`config.mk`:
```
export PLATFORM = sky130hd
export DESIGN_NAME = bitmap_slot_allocator_core
export DESIGN_NICKNAME = d
export VERILOG_FILES = /design/src/rtl/bsa_pkg.sv /design/src/rtl/bitmap_slot_allocator_core.sv /design/src/rtl/bsa_ram.sv /design/src/rtl/bsa_word_unit.sv
export SDC_FILE = /design/constraint.sdc
export NUM_CORES = 2
export LEC_CHECK = 0
export ABC_CLOCK_PERIOD_IN_PS = 21100
export BUFFER_PORTS_ARGS = -buffer_cell sky130_fd_sc_hd__clkbuf_2
export CAP_MARGIN = 20
export CORE_ASPECT_RATIO = 0.75
export CORE_UTILIZATION = 40
export CTS_CLUSTER_SIZE = 12
export DETAILED_ROUTE_END_ITERATION = 10
export PLACE_DENSITY = 0.53
export SLEW_MARGIN = 25
export SYNTH_ARGS = -nofsm -noshare
export SYNTH_HDL_FRONTEND = slang
export SYNTH_SLANG_ARGS = --single-unit
```
`constraint.sdc`:
```
create_clock -name clk -period 21.1 [get_ports clk]
set_input_delay 2.11 -clock clk [delete_from_list [all_inputs] [get_ports clk]]
set_output_delay 2.11 -clock clk [all_outputs]
set_load 0.02 [all_outputs]
```
`src/rtl/bsa_pkg.sv`:
```
// Shared types and constants for the bitmap slot allocator.
// Holds field widths, register indexes, action and status codes, sequencer states and a flag struct.
// No dependencies.
`default_nettype none

package bsa_pkg;

    localparam int MAX_SLOTS_DEF = 1024;
    localparam int WORD_BITS_DEF = 64;

    localparam int SLOT_COUNT_W = 11;
    localparam int SLOT_SIZE_W  = 28;
    localparam int CFG_DATA_W   = 28;
    localparam int CFG_IDX_W    = 1;
    localparam int INDEX_W      = 32;
    localparam int SLOT_W       = 10;
    localparam int OFFSET_W     = 32;
    localparam int COUNT_W      = 11;
    localparam int TOTAL_W      = 32;

    localparam logic [SLOT_COUNT_W-1:0] SLOT_COUNT_RESET = 11'd1024;
    localparam logic [SLOT_SIZE_W-1:0]  SLOT_SIZE_RESET  = 28'd4194304;

    localparam logic [CFG_IDX_W-1:0] REG_SLOT_COUNT = 1'b0;
    localparam logic [CFG_IDX_W-1:0] REG_SLOT_SIZE  = 1'b1;

    localparam logic ACT_ALLOC = 1'b0;
    localparam logic ACT_FREE  = 1'b1;

    typedef enum logic [1:0] {
        ST_OK      = 2'd0,
        ST_NO_FREE = 2'd1,
        ST_RANGE   = 2'd2,
        ST_DOUBLE  = 2'd3
    } status_t;

    typedef enum logic [2:0] {
        S_CLEAR,
        S_IDLE,
        S_READ,
        S_EVAL,
        S_MUL,
        S_FIN
    } state_t;

    typedef struct packed {
        logic avail;
        logic taken;
    } word_flags_t;

endpackage

`default_nettype wire

```
`src/rtl/bitmap_slot_allocator_core.sv`:
```
// Top level of the first-fit bitmap slot allocator: sequencer, state and result register.
// Depends on bsa_pkg, bsa_ram and bsa_word_unit.
//
//   Channel   Signals                                  Direction  Beat when
//   config    cfg_we, cfg_index, cfg_data              in         cfg_we high
//   request   in_valid/in_ready, action, slot_index    in         in_valid & in_ready
//   result    out_valid/out_ready, status .. frees     out        out_valid & out_ready
//
// After reset a clearing pass writes the bitmap to zero, one word per cycle, over all
// ceil(MAX_SLOTS / WORD_BITS) words (16 by default); requests wait, config writes do not.
// An allocate runs S_READ and S_EVAL for each word, read through the single RAM port and tested
// by the shared word unit, then S_MUL and S_FIN on a hit or S_FIN alone when none is free.
// A free runs S_READ, S_EVAL, S_MUL and S_FIN, a double free skips S_MUL, and an index out of
// range goes straight to S_FIN; word and bit are the upper and lower bits of slot_index. One
// request is in flight at a time. The result sits in an output register, so the next request is taken while it waits.
`default_nettype none

module bitmap_slot_allocator_core #(
    parameter int MAX_SLOTS = bsa_pkg::MAX_SLOTS_DEF,
    parameter int WORD_BITS = bsa_pkg::WORD_BITS_DEF
) (
    input  logic                            clk,
    input  logic                            rst_n,
    input  logic                            cfg_we,
    input  logic [bsa_pkg::CFG_IDX_W-1:0]   cfg_index,
    input  logic [bsa_pkg::CFG_DATA_W-1:0]  cfg_data,
    input  logic                            in_valid,
    output logic                            in_ready,
    input  logic                            action,
    input  logic [bsa_pkg::INDEX_W-1:0]     slot_index,
    output logic                            out_valid,
    input  logic                            out_ready,
    output logic [1:0]                      status,
    output logic [bsa_pkg::SLOT_W-1:0]      slot,
    output logic [bsa_pkg::OFFSET_W-1:0]    byte_offset,
    output logic [bsa_pkg::COUNT_W-1:0]     used_count,
    output logic [bsa_pkg::COUNT_W-1:0]     free_count_now,
    output logic [bsa_pkg::TOTAL_W-1:0]     allocations_total,
    output logic [bsa_pkg::TOTAL_W-1:0]     frees_total
);

    import bsa_pkg::*;

    localparam int MAP_WORDS = (MAX_SLOTS + WORD_BITS - 1) / WORD_BITS;
    localparam int AW        = (MAP_WORDS > 1) ? $clog2(MAP_WORDS) : 1;
    localparam int BIW       = $clog2(WORD_BITS);
    localparam int SW        = $clog2(MAX_SLOTS);
    localparam int UW        = $clog2(MAX_SLOTS + 1);
    localparam int SPAN      = $clog2(MAP_WORDS * WORD_BITS + WORD_BITS + 1);
    localparam int XW        = (SPAN > SLOT_COUNT_W) ? SPAN : SLOT_COUNT_W;

    localparam logic [AW-1:0] LAST_WORD = AW'(MAP_WORDS - 1);
    localparam logic [XW-1:0] WORD_STEP = XW'(WORD_BITS);
    localparam logic [XW-1:0] CAP       = XW'(MAX_SLOTS);

    state_t                  state_reg, state_next;
    logic [SLOT_COUNT_W-1:0] slot_count_reg;
    logic [SLOT_SIZE_W-1:0]  slot_size_reg;
    logic [AW-1:0]           w_reg, w_next;
    logic [UW-1:0]           used_reg, used_next;
    logic [TOTAL_W-1:0]      alloc_cnt_reg, alloc_cnt_next;
    logic [TOTAL_W-1:0]      rel_cnt_reg, rel_cnt_next;
    logic                    out_valid_reg, out_valid_next;

    logic                    action_reg, action_next;
    logic [XW-1:0]           base_reg, base_next;
    logic [BIW-1:0]          rem_reg, rem_next;
    logic [SW-1:0]           slot_reg, slot_next;
    status_t                 status_reg, status_next;
    logic [SLOT_SIZE_W-1:0]  prod_reg, prod_next;

    status_t                 out_status_reg, out_status_next;
    logic [SLOT_W-1:0]       out_slot_reg, out_slot_next;
    logic [OFFSET_W-1:0]     out_offset_reg, out_offset_next;
    logic [COUNT_W-1:0]      out_used_reg, out_used_next;
    logic [COUNT_W-1:0]      out_free_reg, out_free_next;
    logic [TOTAL_W-1:0]      out_alloc_reg, out_alloc_next;
    logic [TOTAL_W-1:0]      out_rel_reg, out_rel_next;

    logic [XW-1:0]           eff;
    logic [XW-1:0]           span;
    logic [XW-1:0]           base_step;
    logic [XW-1:0]           used_ext;
    logic                    ram_we;
    logic [WORD_BITS-1:0]    ram_wdata;
    logic [WORD_BITS-1:0]    ram_rdata;
    word_flags_t             flags;
    logic [BIW-1:0]          first_bit;
    logic [WORD_BITS-1:0]    set_word;
    logic [WORD_BITS-1:0]    clr_word;

    assign eff       = (XW'(slot_count_reg) > CAP) ? CAP : XW'(slot_count_reg);
    assign span      = eff - base_reg;
    assign base_step = base_reg + WORD_STEP;
    assign used_ext  = XW'(used_reg);

    bsa_ram #(
        .WIDTH (WORD_BITS),
        .DEPTH (MAP_WORDS)
    ) u_map (
        .clk   (clk),
        .we    (ram_we),
        .addr  (w_reg),
        .wdata (ram_wdata),
        .rdata (ram_rdata)
    );

    bsa_word_unit #(
        .WORD_BITS (WORD_BITS),
        .SPAN_W    (XW)
    ) u_word (
        .word      (ram_rdata),
        .span      (span),
        .bit_sel   (rem_reg),
        .flags     (flags),
        .first_bit (first_bit),
        .set_word  (set_word),
        .clr_word  (clr_word)
    );

    always_ff @(posedge clk or negedge rst_n)
    begin
        if (!rst_n)
        begin
            state_reg      <= S_CLEAR;
            slot_count_reg <= SLOT_COUNT_RESET;
            slot_size_reg  <= SLOT_SIZE_RESET;
            w_reg          <= '0;
            used_reg       <= '0;
            alloc_cnt_reg  <= '0;
            rel_cnt_reg    <= '0;
            out_valid_reg  <= 1'b0;
        end
        else
        begin
            state_reg     <= state_next;
            w_reg         <= w_next;
            used_reg      <= used_next;
            alloc_cnt_reg <= alloc_cnt_next;
            rel_cnt_reg   <= rel_cnt_next;
            out_valid_reg <= out_valid_next;
            if (cfg_we)
            begin
                unique case (cfg_index)
                    REG_SLOT_COUNT: slot_count_reg <= cfg_data[SLOT_COUNT_W-1:0];
                    REG_SLOT_SIZE:  slot_size_reg  <= cfg_data[SLOT_SIZE_W-1:0];
                    default:        slot_count_reg <= slot_count_reg;
                endcase
            end
        end
    end

    always_ff @(posedge clk)
    begin
        action_reg     <= action_next;
        base_reg       <= base_next;
        rem_reg        <= rem_next;
        slot_reg       <= slot_next;
        status_reg     <= status_next;
        prod_reg       <= prod_next;
        out_status_reg <= out_status_next;
        out_slot_reg   <= out_slot_next;
        out_offset_reg <= out_offset_next;
        out_used_reg   <= out_used_next;
        out_free_reg   <= out_free_next;
        out_alloc_reg  <= out_alloc_next;
        out_rel_reg    <= out_rel_next;
    end

    always_comb
    begin
        state_next      = state_reg;
        w_next          = w_reg;
        used_next       = used_reg;
        alloc_cnt_next  = alloc_cnt_reg;
        rel_cnt_next    = rel_cnt_reg;
        out_valid_next  = out_valid_reg;
        action_next     = action_reg;
        base_next       = base_reg;
        rem_next        = rem_reg;
        slot_next       = slot_reg;
        status_next     = status_reg;
        prod_next       = prod_reg;
        out_status_next = out_status_reg;
        out_slot_next   = out_slot_reg;
        out_offset_next = out_offset_reg;
        out_used_next   = out_used_reg;
        out_free_next   = out_free_reg;
        out_alloc_next  = out_alloc_reg;
        out_rel_next    = out_rel_reg;
        ram_we          = 1'b0;
        ram_wdata       = set_word;
        in_ready        = 1'b0;

        if (out_valid_reg && out_ready)
        begin
            out_valid_next = 1'b0;
        end

        unique case (state_reg)
            S_CLEAR:
            begin
                ram_we    = 1'b1;
                ram_wdata = '0;
                if (w_reg == LAST_WORD)
                begin
                    w_next     = '0;
                    state_next = S_IDLE;
                end
                else
                begin
                    w_next = w_reg + AW'(1);
                end
            end
            S_IDLE:
            begin
                in_ready = 1'b1;
                if (in_valid)
                begin
                    action_next = action;
                    w_next      = '0;
                    base_next   = '0;
                    slot_next   = '0;
                    if (action == ACT_FREE)
                    begin
                        if (slot_index >= INDEX_W'(eff))
                        begin
                            status_next = ST_RANGE;
                            state_next  = S_FIN;
                        end
                        else
                        begin
                            rem_next   = slot_index[BIW-1:0];
                            w_next     = AW'(slot_index >> BIW);
                            slot_next  = SW'(slot_index);
                            state_next = S_READ;
                        end
                    end
                    else if (eff == '0)
                    begin
                        status_next = ST_NO_FREE;
                        state_next  = S_FIN;
                    end
                    else
                    begin
                        state_next = S_READ;
                    end
                end
            end
            S_READ:
            begin
                state_next = S_EVAL;
            end
            S_EVAL:
            begin
                if (action_reg == ACT_ALLOC)
                begin
                    if (flags.avail)
                    begin
                        ram_we         = 1'b1;
                        ram_wdata      = set_word;
                        slot_next      = SW'(base_reg) + SW'(first_bit);
                        used_next      = used_reg + UW'(1);
                        alloc_cnt_next = alloc_cnt_reg + TOTAL_W'(1);
                        status_next    = ST_OK;
                        state_next     = S_MUL;
                    end
                    else if ((w_reg == LAST_WORD) || (base_step >= eff))
                    begin
                        status_next = ST_NO_FREE;
                        state_next  = S_FIN;
                    end
                    else
                    begin
                        w_next     = w_reg + AW'(1);
                        base_next  = base_step;
                        state_next = S_READ;
                    end
                end
                else if (!flags.taken)
                begin
                    slot_next   = '0;
                    status_next = ST_DOUBLE;
                    state_next  = S_FIN;
                end
                else
                begin
                    ram_we       = 1'b1;
                    ram_wdata    = clr_word;
                    if (used_reg != '0)
                    begin
                        used_next = used_reg - UW'(1);
                    end
                    rel_cnt_next = rel_cnt_reg + TOTAL_W'(1);
                    status_next  = ST_OK;
                    state_next   = S_MUL;
                end
            end
            S_MUL:
            begin
                prod_next  = SLOT_SIZE_W'(slot_reg * slot_size_reg);
                state_next = S_FIN;
            end
            S_FIN:
            begin
                if (!out_valid_reg || out_ready)
                begin
                    out_valid_next  = 1'b1;
                    out_status_next = status_reg;
                    out_slot_next   = (status_reg == ST_OK) ? SLOT_W'(slot_reg) : '0;
                    out_offset_next = (status_reg == ST_OK) ? {prod_reg, 4'b0000} : '0;
                    out_used_next   = COUNT_W'(used_reg);
                    out_free_next   = (eff > used_ext) ? COUNT_W'(eff - used_ext) : '0;
                    out_alloc_next  = alloc_cnt_reg;
                    out_rel_next    = rel_cnt_reg;
                    state_next      = S_IDLE;
                end
            end
            default:
            begin
                state_next = S_CLEAR;
            end
        endcase
    end

    assign out_valid         = out_valid_reg;
    assign status            = out_status_reg;
    assign slot              = out_slot_reg;
    assign byte_offset       = out_offset_reg;
    assign used_count        = out_used_reg;
    assign free_count_now    = out_free_reg;
    assign allocations_total = out_alloc_reg;
    assign frees_total       = out_rel_reg;

    a_used_cap: assert property (@(posedge clk) disable iff (!rst_n)
        used_reg <= UW'(MAX_SLOTS))
        else $error("Used slot count exceeds the pool capacity.");

    a_one_in_flight: assert property (@(posedge clk) disable iff (!rst_n)
        (in_valid && in_ready) |=> !in_ready)
        else $error("A second request beat was taken while one is in flight.");

    a_no_write_idle: assert property (@(posedge clk) disable iff (!rst_n)
        (state_reg == S_IDLE) |-> !ram_we)
        else $error("Bitmap written while the sequencer is idle.");

    a_alloc_step: assert property (@(posedge clk) disable iff (!rst_n)
        !$stable(alloc_cnt_reg) |-> (alloc_cnt_reg == $past(alloc_cnt_reg) + 32'd1))
        else $error("Allocation counter moved by other than one.");

    a_fin_holds: assert property (@(posedge clk) disable iff (!rst_n)
        (state_reg == S_FIN && out_valid_reg && !out_ready) |=> (state_reg == S_FIN))
        else $error("Result overwritten before the previous beat was taken.");

endmodule

`default_nettype wire

```
`src/rtl/bsa_ram.sv`:
```
// Generic single-port RAM with registered read data.
// Used for the slot bitmap; no dependencies.
`default_nettype none

module bsa_ram #(
    parameter int WIDTH = 64,
    parameter int DEPTH = 16,
    localparam int AW = (DEPTH > 1) ? $clog2(DEPTH) : 1
) (
    input  logic             clk,
    input  logic             we,
    input  logic [AW-1:0]    addr,
    input  logic [WIDTH-1:0] wdata,
    output logic [WIDTH-1:0] rdata
);

    logic [WIDTH-1:0] ram_reg [DEPTH];
    logic [WIDTH-1:0] rdata_reg;

    always_ff @(posedge clk)
    begin
        if (we)
        begin
            ram_reg[addr] <= wdata;
        end
        rdata_reg <= ram_reg[addr];
    end

    assign rdata = rdata_reg;

endmodule

`default_nettype wire

```
`src/rtl/bsa_word_unit.sv`:
```
// Shared evaluation unit for one bitmap word: free-bit search below the slot limit,
// single-bit test, and the set and clear forms of the word. Depends on bsa_pkg.
`default_nettype none

module bsa_word_unit #(
    parameter int WORD_BITS = bsa_pkg::WORD_BITS_DEF,
    parameter int SPAN_W    = 11,
    localparam int BIW = $clog2(WORD_BITS)
) (
    input  logic [WORD_BITS-1:0] word,
    input  logic [SPAN_W-1:0]    span,
    input  logic [BIW-1:0]       bit_sel,
    output bsa_pkg::word_flags_t flags,
    output logic [BIW-1:0]       first_bit,
    output logic [WORD_BITS-1:0] set_word,
    output logic [WORD_BITS-1:0] clr_word
);

    import bsa_pkg::*;

    logic [WORD_BITS-1:0] avail;

    always_comb
    begin
        for (int b = 0; b < WORD_BITS; b++)
        begin
            avail[b] = ~word[b] & (SPAN_W'(b) < span);
        end
    end

    always_comb
    begin
        first_bit = '0;
        for (int b = WORD_BITS - 1; b >= 0; b--)
        begin
            if (avail[b])
            begin
                first_bit = BIW'(b);
            end
        end
    end

    always_comb
    begin
        for (int b = 0; b < WORD_BITS; b++)
        begin
            set_word[b] = word[b] | (BIW'(b) == first_bit);
            clr_word[b] = word[b] & (BIW'(b) != bit_sel);
        end
    end

    assign flags.avail = |avail;
    assign flags.taken = word[bit_sel];

endmodule

`default_nettype wire

```
### After elaboration in Yosys (flattened, before gate mapping)

Memory sizes are Yosys's and may differ from the RTL's. A register that Yosys moved wholly into a read port is not among the register bits.
Cells that the tools add are included.

| operators by class | value |
|---|---|
| bitwise gates (word level) | 259 |
| magnitude comparators | 69 |
| multiply operators | 1 |
| add/sub/neg operators | 9 |
| reductions and logical operators | 27 |
| multiplexer cells | 124 |
| equal/unequal tests | 145 |

Operators by type and width:

| operator | number |
|---|---|
| 6-bit 2-to-1 mux | 64 |
| 6-bit by 11-bit less-than comparator with 1-bit output, first input constant | 32 |
| 6-bit equality test, first input constant | 32 |
| 6-bit != test, first input constant | 32 |
| 5-bit by 11-bit less-than comparator with 1-bit output, first input constant | 16 |
| 1-bit bitwise AND | 128 |
| 64-bit 2-to-1 mux | 2 |
| 64-bit case mux with 2 select lines | 1 |
| 11-bit 2-to-1 mux | 9 |
| 5-bit by 6-bit equality test with 1-bit output, first input constant | 16 |
| 5-bit by 6-bit != test with 1-bit output, first input constant | 16 |
| 4-bit by 11-bit less-than comparator with 1-bit output, first input constant | 8 |
| 1-bit NOT | 67 |
| 32-bit by 1-bit adder with 32-bit output, second input constant | 2 |
| 1-bit OR | 64 |
| 64-bit OR reduction | 1 |
| 10-bit 2-to-1 mux | 6 |
| 4-bit by 6-bit equality test with 1-bit output, first input constant | 8 |
| 4-bit by 6-bit != test with 1-bit output, first input constant | 8 |
| 3-bit by 11-bit less-than comparator with 1-bit output, first input constant | 4 |
| 32-bit by 11-bit greater-or-equal comparator with 1-bit output | 1 |
| 10-bit by 28-bit multiplier with 28-bit output | 1 |
| 4-bit 2-to-1 mux | 7 |
| 3-bit 2-to-1 mux | 9 |
| other kinds (50) | 100 |

| storage, ports and cells | value |
|---|---|
| output and inout port bits | 132 |
| bits in registers | 310 |
| input bits | 67 |
| word-level logic and storage cells | 657 |
| memories kept | 1 |
| memory bits (writable) | 1024 |

Memories:

| name | words | bits a word | read ports | clocked after Yosys merged registers in | write ports | line | source |
|---|---|---|---|---|---|---|---|
| u_map.ram_reg | 16 | 64 | 1 | 1 | 1 | bsa_ram.sv:17 | `logic [WIDTH-1:0] ram_reg [DEPTH];` |

### Logic depth before layout (Yosys ltp)

| depth | value |
|---|---|
| depth after elaboration | 74 |
| depth in mapped cells | 24 |
| mapped depth without buffers | 23 |

### By module

From an unflattened synthesis, not the netlist that was laid out.

| second synthesis, totals | value |
|---|---|
| cell total of the unflattened synthesis | 4206 |
| area total of the unflattened synthesis | 64465.6 um2 |

Modules (own cells, without submodules):

| module | area each (um2) | seq. area each (um2) | cells each | times used |
|---|---|---|---|---|
| bsa_ram | 39517.9 | 32030.7 | 1648 | 1 |
| bitmap_slot_allocator_core | 20394.6 | 8400.6 | 1934 | 1 |
| bsa_word_unit | 4553.1 | 0.0 | 624 | 1 |

### Worst setup path after synthesis

OpenSTA, ideal clock, no wires.

| path | value |
|---|---|
| kind | reg-to-reg |
| start point | reg slot_count_reg[10] |
| end point | mem u_map.ram_reg[1][0] (enable) |
| path buffers | 4 |
| slack | 12.333 ns |
| arrival | 8.203 ns |
| required time | 20.535 ns |
| clock period less this slack | 8.767 ns |
| stages on the path, launching flop included | 21 |
| library setup time | 0.565 ns |
| cell sequence | dfstp_2 -> buf_2 -> inv_1 -> buf_1 -> nand2_1 -> inv_1 -> ha_1 -> a21oi_1 -> o21ai_0 -> a21o_1 -> o2bb2ai_4 -> buf_6 -> buf_8 -> a31oi_1 -> nor4_1 -> o211ai_1 -> nor4_4 -> a21boi_2 -> or2_2 -> nand2_1 -> nor3_1 |

| on the way | value |
|---|---|
| cells in the longest elaborated chain, start to end | 11 |
| elaborated cells between the ends (all ways) | 137 |
| classes of those cells | 1 x add/sub; 65 x order compare; 6 x mux; 64 x bitwise; 1 x reduce/logical |

RTL lines:

| element | line | source |
|---|---|---|
| from (decl) | bitmap_slot_allocator_core.sv:57 | `logic [SLOT_COUNT_W-1:0] slot_count_reg;` |
| from (signal assigned) | bitmap_slot_allocator_core.sv:145 | `REG_SLOT_COUNT: slot_count_reg <= cfg_data[SLOT_COUNT_W-1:0];` |
| from (signal assigned) | bitmap_slot_allocator_core.sv:147 | `default: slot_count_reg <= slot_count_reg;` |
| 11-bit greater-than comparator | bitmap_slot_allocator_core.sv:92 | `assign eff = (XW'(slot_count_reg) > CAP) ? CAP : XW'(slot_count_reg);` |
| 11-bit 2-to-1 mux (*) | bitmap_slot_allocator_core.sv:92 |  |
| 11-bit subtractor (*) | bitmap_slot_allocator_core.sv:93 | `assign span = eff - base_reg;` |
| 1-bit by 11-bit less-than comparator with 1-bit output (tied with other cells) | bsa_word_unit.sv:27 | `avail[b] = ~word[b] & (SPAN_W'(b) < span);` |
| 1-bit bitwise AND | bsa_word_unit.sv:27 |  |
| 64-bit OR reduction (*) | bsa_word_unit.sv:52 | `assign flags.avail = \|avail;` |
| 1-bit 2-to-1 mux (*) | bitmap_slot_allocator_core.sv:258 | `if (flags.avail)` |
| 1-bit 2-to-1 mux (*) | bitmap_slot_allocator_core.sv:256 | `if (action_reg == ACT_ALLOC)` |
| 1-bit case mux with 2 select lines (*) | bitmap_slot_allocator_core.sv:200 | `unique case (state_reg)` |
| 1-bit 2-to-1 mux (*) | bsa_ram.sv:22 | `if (we)` |
| 1-bit 2-to-1 mux (not written as such) (*) | bsa_ram.sv:24 | `ram_reg[addr] <= wdata;` |
| to (decl) | bsa_ram.sv:17 |  |

Every way passes the cells marked *; elsewhere a longest branch is shown, timed or not.

### Final worst setup path

| path | value |
|---|---|
| start point | reg slot_count_reg[10] |
| end point | mem u_map.ram_reg[10][14] (enable) |

Same word-level chain as after synthesis.

==> load_flow_metrics.sql <==
INSERT INTO impl_metrics (metric_group, metric, value, unit) VALUES
('worst_hold_path', 'whs_path_depth', '0', ''),
('timing', 'final_period_minus_worst_setup_slack', '7.52', 'ns'),
('yosys', 'synth_simple_gate_area_share', '6.70', '%'),
('routing', 'post-route-drc-count', '0', ''),
('global_route', 'grt_first_pass_wirelength', '251000', 'um'),
('floorplanning', 'core_area', '0.155', 'sq mm'),
('timing', 'max_freq', '0.133', 'GHz'),
('yosys', 'sequential_share_of_the_synthesized_area', '64.2', '%'),
('power_and_ir_drop', 'power_density', '182', 'mW/mm^2'),
('worst_setup_path', 'endpoint_of_the_worst_register_to_register_path', 'u_map.ram_reg[10][14]$_DFFE_PP_', ''),
('worst_setup_path', 'critical_path_required', '21.48', 'ns'),
('cells_and_area', 'syn_to_final_growth', '12.9', '%'),
('global_route', 'via_count_of_the_first_global_routing_pass', '35218', ''),
('placed_design', 'placedCellCount', '5963', ''),
('clocking', 'cts_made_buffers', '146', ''),
('flow_run', 'max_cap_violations', '0', ''),
('worst_setup_path', 'critPathMaxFanout', '78', ''),
('clocking', 'post_cts.repair.setup_buffers', '0', ''),
('global_route', 'grt_max_degree', '103', ''),
('floorplanning', 'die-height', '346', 'um'),
('routing', 'firstDrtPassIters', '6', ''),
('worst_setup_path', 'critical_path.endpoint_type', 'flip-flop', ''),
('floorplanning', 'std_cell_rows', '125', ''),
('run_status', 'outcome', 'complete, no violations', ''),
('yosys', 'synth_xor_xnor_area_share', '1.66', '%'),
('worst_hold_path', 'worst_hold_startpoint', 'alloc_cnt_reg[14]$_DFFE_PN0P_', ''),
('clocking', 'clock_sink_count', '1388', ''),
('power_and_ir_drop', 'post-layout-total-power', '13.0', 'mW'),
('timing', 'grt_setup_unrepaired', 'false', ''),
('clocking', 'h-tree-depth', '4', ''),
('floorplanning', 'die_area', '0.159', 'sq mm'),
('clocking', 'root_buffer', 'sky130_fd_sc_hd__clkbuf_16', ''),
('cells_and_area', 'post_route_cells_drive_above_1_share', '22.4', '%'),
('timing', 'final.setup.tns', '0', 'ns'),
('cells_and_area', 'largest_register_ff_count', '1024', ''),
('yosys', 'synthFlopType', 'sky130_fd_sc_hd__edfxtp_1', ''),
('worst_setup_path', 'worst_r2r_start', 'slot_count_reg[10]$_DFFE_PN1P_', ''),
('cells_and_area', 'utilization', '45.7', '%'),
('routing', 'antenna_violating_nets_post_route', '0', ''),
('timing', 'finalMaxSlewViolations', '0', ''),
('global_route', 'initial_antenna_violation_count', '11', ''),
('yosys', 'synth_async_sr_flop_share', '8.79', '%'),
('worst_setup_path', 'register_to_register_setup_slack', '13.58', 'ns'),
('routing', 'vias_per_cell', '5.71', ''),
('clocking', 'cts_hold_buf', '0', ''),
('worst_hold_path', 'worst_hold_path_type', 'flip-flop to flip-flop', ''),
('routing', 'detail_route.wirelength', '170000', 'um'),
('yosys', 'synth_edf_count', '1202', ''),
('yosys', 'yosys_register_bits', '1388', ''),
('timing', 'finalClockSkew', '0.0338', 'ns'),
('yosys', 'proportion_of_synthesized_area_in_mux_cells', '12.9', '%'),
('yosys', 'main_combinational_cell_family_by_area_after_synthesis', 'multiplexers', ''),
('cells_and_area', 'finalInstanceArea', '0.0711', 'sq mm'),
('worst_setup_path', 'crit_path_start_kind', 'flip-flop', ''),
('cells_and_area', 'nFillCells', '13524', ''),
('clocking', 'ctsLongestPathBuffers', '3', ''),
('clocking', 'cts.clk_slew.worst_paths', '0.06', 'ns'),
('timing', 'final.period_utilization', '35.6', '%'),
('cells_and_area', 'final-seq-area', '0.0404', 'sq mm'),
('placed_design', 'hpwlAfterDp', '111000', 'um'),
('floorplanning', 'design.portCount', '199', ''),
('worst_setup_path', 'worst_reg2reg_path_length_in_cells', '18', ''),
('placed_design', 'place.port_buffers', '194', ''),
('cells_and_area', 'multi_input_comb_area', '0.0212', 'sq mm'),
('global_route', 'globalRouteOverflowTotal', '0', ''),
('yosys', 'synth-compound-area-share', '4.91', '%'),
('clocking', 'tritoncts_clock_tree', 'done', ''),
('clocking', 'cts.repair.resized', '0', ''),
('yosys', 'post_synth_instance_area', '0.0630', 'sq mm'),
('yosys', 'synth_fa_ha_area_share', '7.13', '%'),
('floorplanning', 'die_x', '460', 'um');
==> layout by cell type (no fill, tap or decap), types with 84 or more instances in the layout <==
cell,instances
sky130_fd_sc_hd__mux4_2,340
sky130_fd_sc_hd__clkbuf_16,148
sky130_fd_sc_hd__ha_1,90
sky130_fd_sc_hd__buf_4,84
sky130_fd_sc_hd__dfrtp_1,116
sky130_fd_sc_hd__clkbuf_2,193
sky130_fd_sc_hd__inv_1,180
sky130_fd_sc_hd__fa_1,168
sky130_fd_sc_hd__and2_1,159
sky130_fd_sc_hd__nand2_1,286
sky130_fd_sc_hd__nor2_1,119
sky130_fd_sc_hd__edfxtp_1,1202
sky130_fd_sc_hd__xnor2_1,92
==> power breakdown <==
| group | internal (mW) | switching [mW] |
|---|---|---|
| Combinational | 2.57 | 3.58 |
| Sequential | 4.00 | 0.375 |
| Clock | 1.38 | 1.06 |
==> worst max-delay path by stage <==
stage,from,to,slack (ns)
after global routing,slot_count_reg[10]$_DFFE_PN1P_,u_map.ram_reg[13][37]$_DFFE_PP_,13.20
final,slot_count_reg[10]$_DFFE_PN1P_,u_map.ram_reg[10][14]$_DFFE_PP_,13.58
after CTS,slot_count_reg[10]$_DFFE_PN1P_,u_map.ram_reg[13][37]$_DFFE_PP_,13.73
after global placement,slot_count_reg[10]$_DFFE_PN1P_,u_map.ram_reg[8][27]$_DFFE_PP_,13.81
after floorplan,slot_count_reg[10]$_DFFE_PN1P_,u_map.ram_reg[1][0]$_DFFE_PP_,12.33
after detailed placement,slot_count_reg[10]$_DFFE_PN1P_,u_map.ram_reg[13][61]$_DFFE_PP_,13.71
==> cells in the mapped netlist (all sizes together) (21+ instances only) <==
cell / number / area (sq um)
xnor2: 92 / 806
dfrtp: 120 / 3000
and3: 28 / 175
a21o: 21 / 158
mux4: 340 / 7660
nand4: 23 / 150
xor2: 25 / 219
edfxtp: 1202 / 36100
nor2: 132 / 495
a21oi: 69 / 349
nor4: 30 / 215
a32o: 50 / 500
ha: 90 / 1130
dfxtp: 64 / 1280
nor3: 54 / 282
buf: 58 / 315
mux2: 42 / 473
and2: 160 / 1000
a41oi: 30 / 308
inv: 180 / 676
nand2: 286 / 1070
fa: 168 / 3360
o21ai: 83 / 415
nand2b: 23 / 151
clkbuf: 142 / 533
a31oi: 31 / 194
nand3: 45 / 240
==> final cells by class <==
| class | instances | share of cell area (%) |
|---|---|---|
| inverters | 181 | 0.956 |
| clock buffers | 224 | 5.71 |
| repair buffers | 283 | 2.42 |
| diodes | 1 | 0.00352 |
| multi-input cells | 2018 | 29.8 |
| well taps | 2095 | 3.69 |
| flip-flops and latches | 1388 | 56.9 |
| clock inverters | 39 | 0.563 |
==> routing by layer <==
metal,global-route usage (%),wire [um]
met3,4.61,14000
met2,29.8,71500
met4,6.35,4360
met1,33.7,80500
met5,0,25
==> kinds of logic (layout without fill, tap and decap cells) <==
group	count (synthesis)	count (layout)
other	1	5
AOI/OAI and AO/OA	414	414
adders and majority gates	258	258
buffers and inverters	381	727
muxes	383	383
DFF	1388	1388
xor gates and xnor gates	118	118
and+or+nand+nor	841	841
==> worst max-delay path, cell delays in order, from the launching register on <==
cell and delay (ns):
sky130_fd_sc_hd__dfstp_2 0.69, sky130_fd_sc_hd__inv_1 0.32, sky130_fd_sc_hd__nand2_1 0.22, sky130_fd_sc_hd__inv_1 0.10
sky130_fd_sc_hd__ha_1 0.35, sky130_fd_sc_hd__a21oi_1 0.19, sky130_fd_sc_hd__o21ai_0 0.14, sky130_fd_sc_hd__a21o_1 0.26
sky130_fd_sc_hd__o2bb2ai_4 0.15, sky130_fd_sc_hd__buf_4 0.37, sky130_fd_sc_hd__nand3_1 0.50, sky130_fd_sc_hd__nor2_1 0.12
sky130_fd_sc_hd__o211ai_1 0.61, sky130_fd_sc_hd__nor4_4 0.17, sky130_fd_sc_hd__a21boi_2 0.53, sky130_fd_sc_hd__or2_2 0.38
sky130_fd_sc_hd__nand2_1 0.27, sky130_fd_sc_hd__nor2_4 0.80, sky130_fd_sc_hd__buf_4 0.84
==> per-stage QoR <==
step	hold WS [ns]	worst slack, ns
after global routing	0.482	13.20
after CTS	0.462	13.73
after detailed placement	0.454	13.71
final	0.461	13.58
after global placement	0.441	13.81
after floorplan	0.425	12.33
Note: power is estimated with default switching activity, not from simulation.
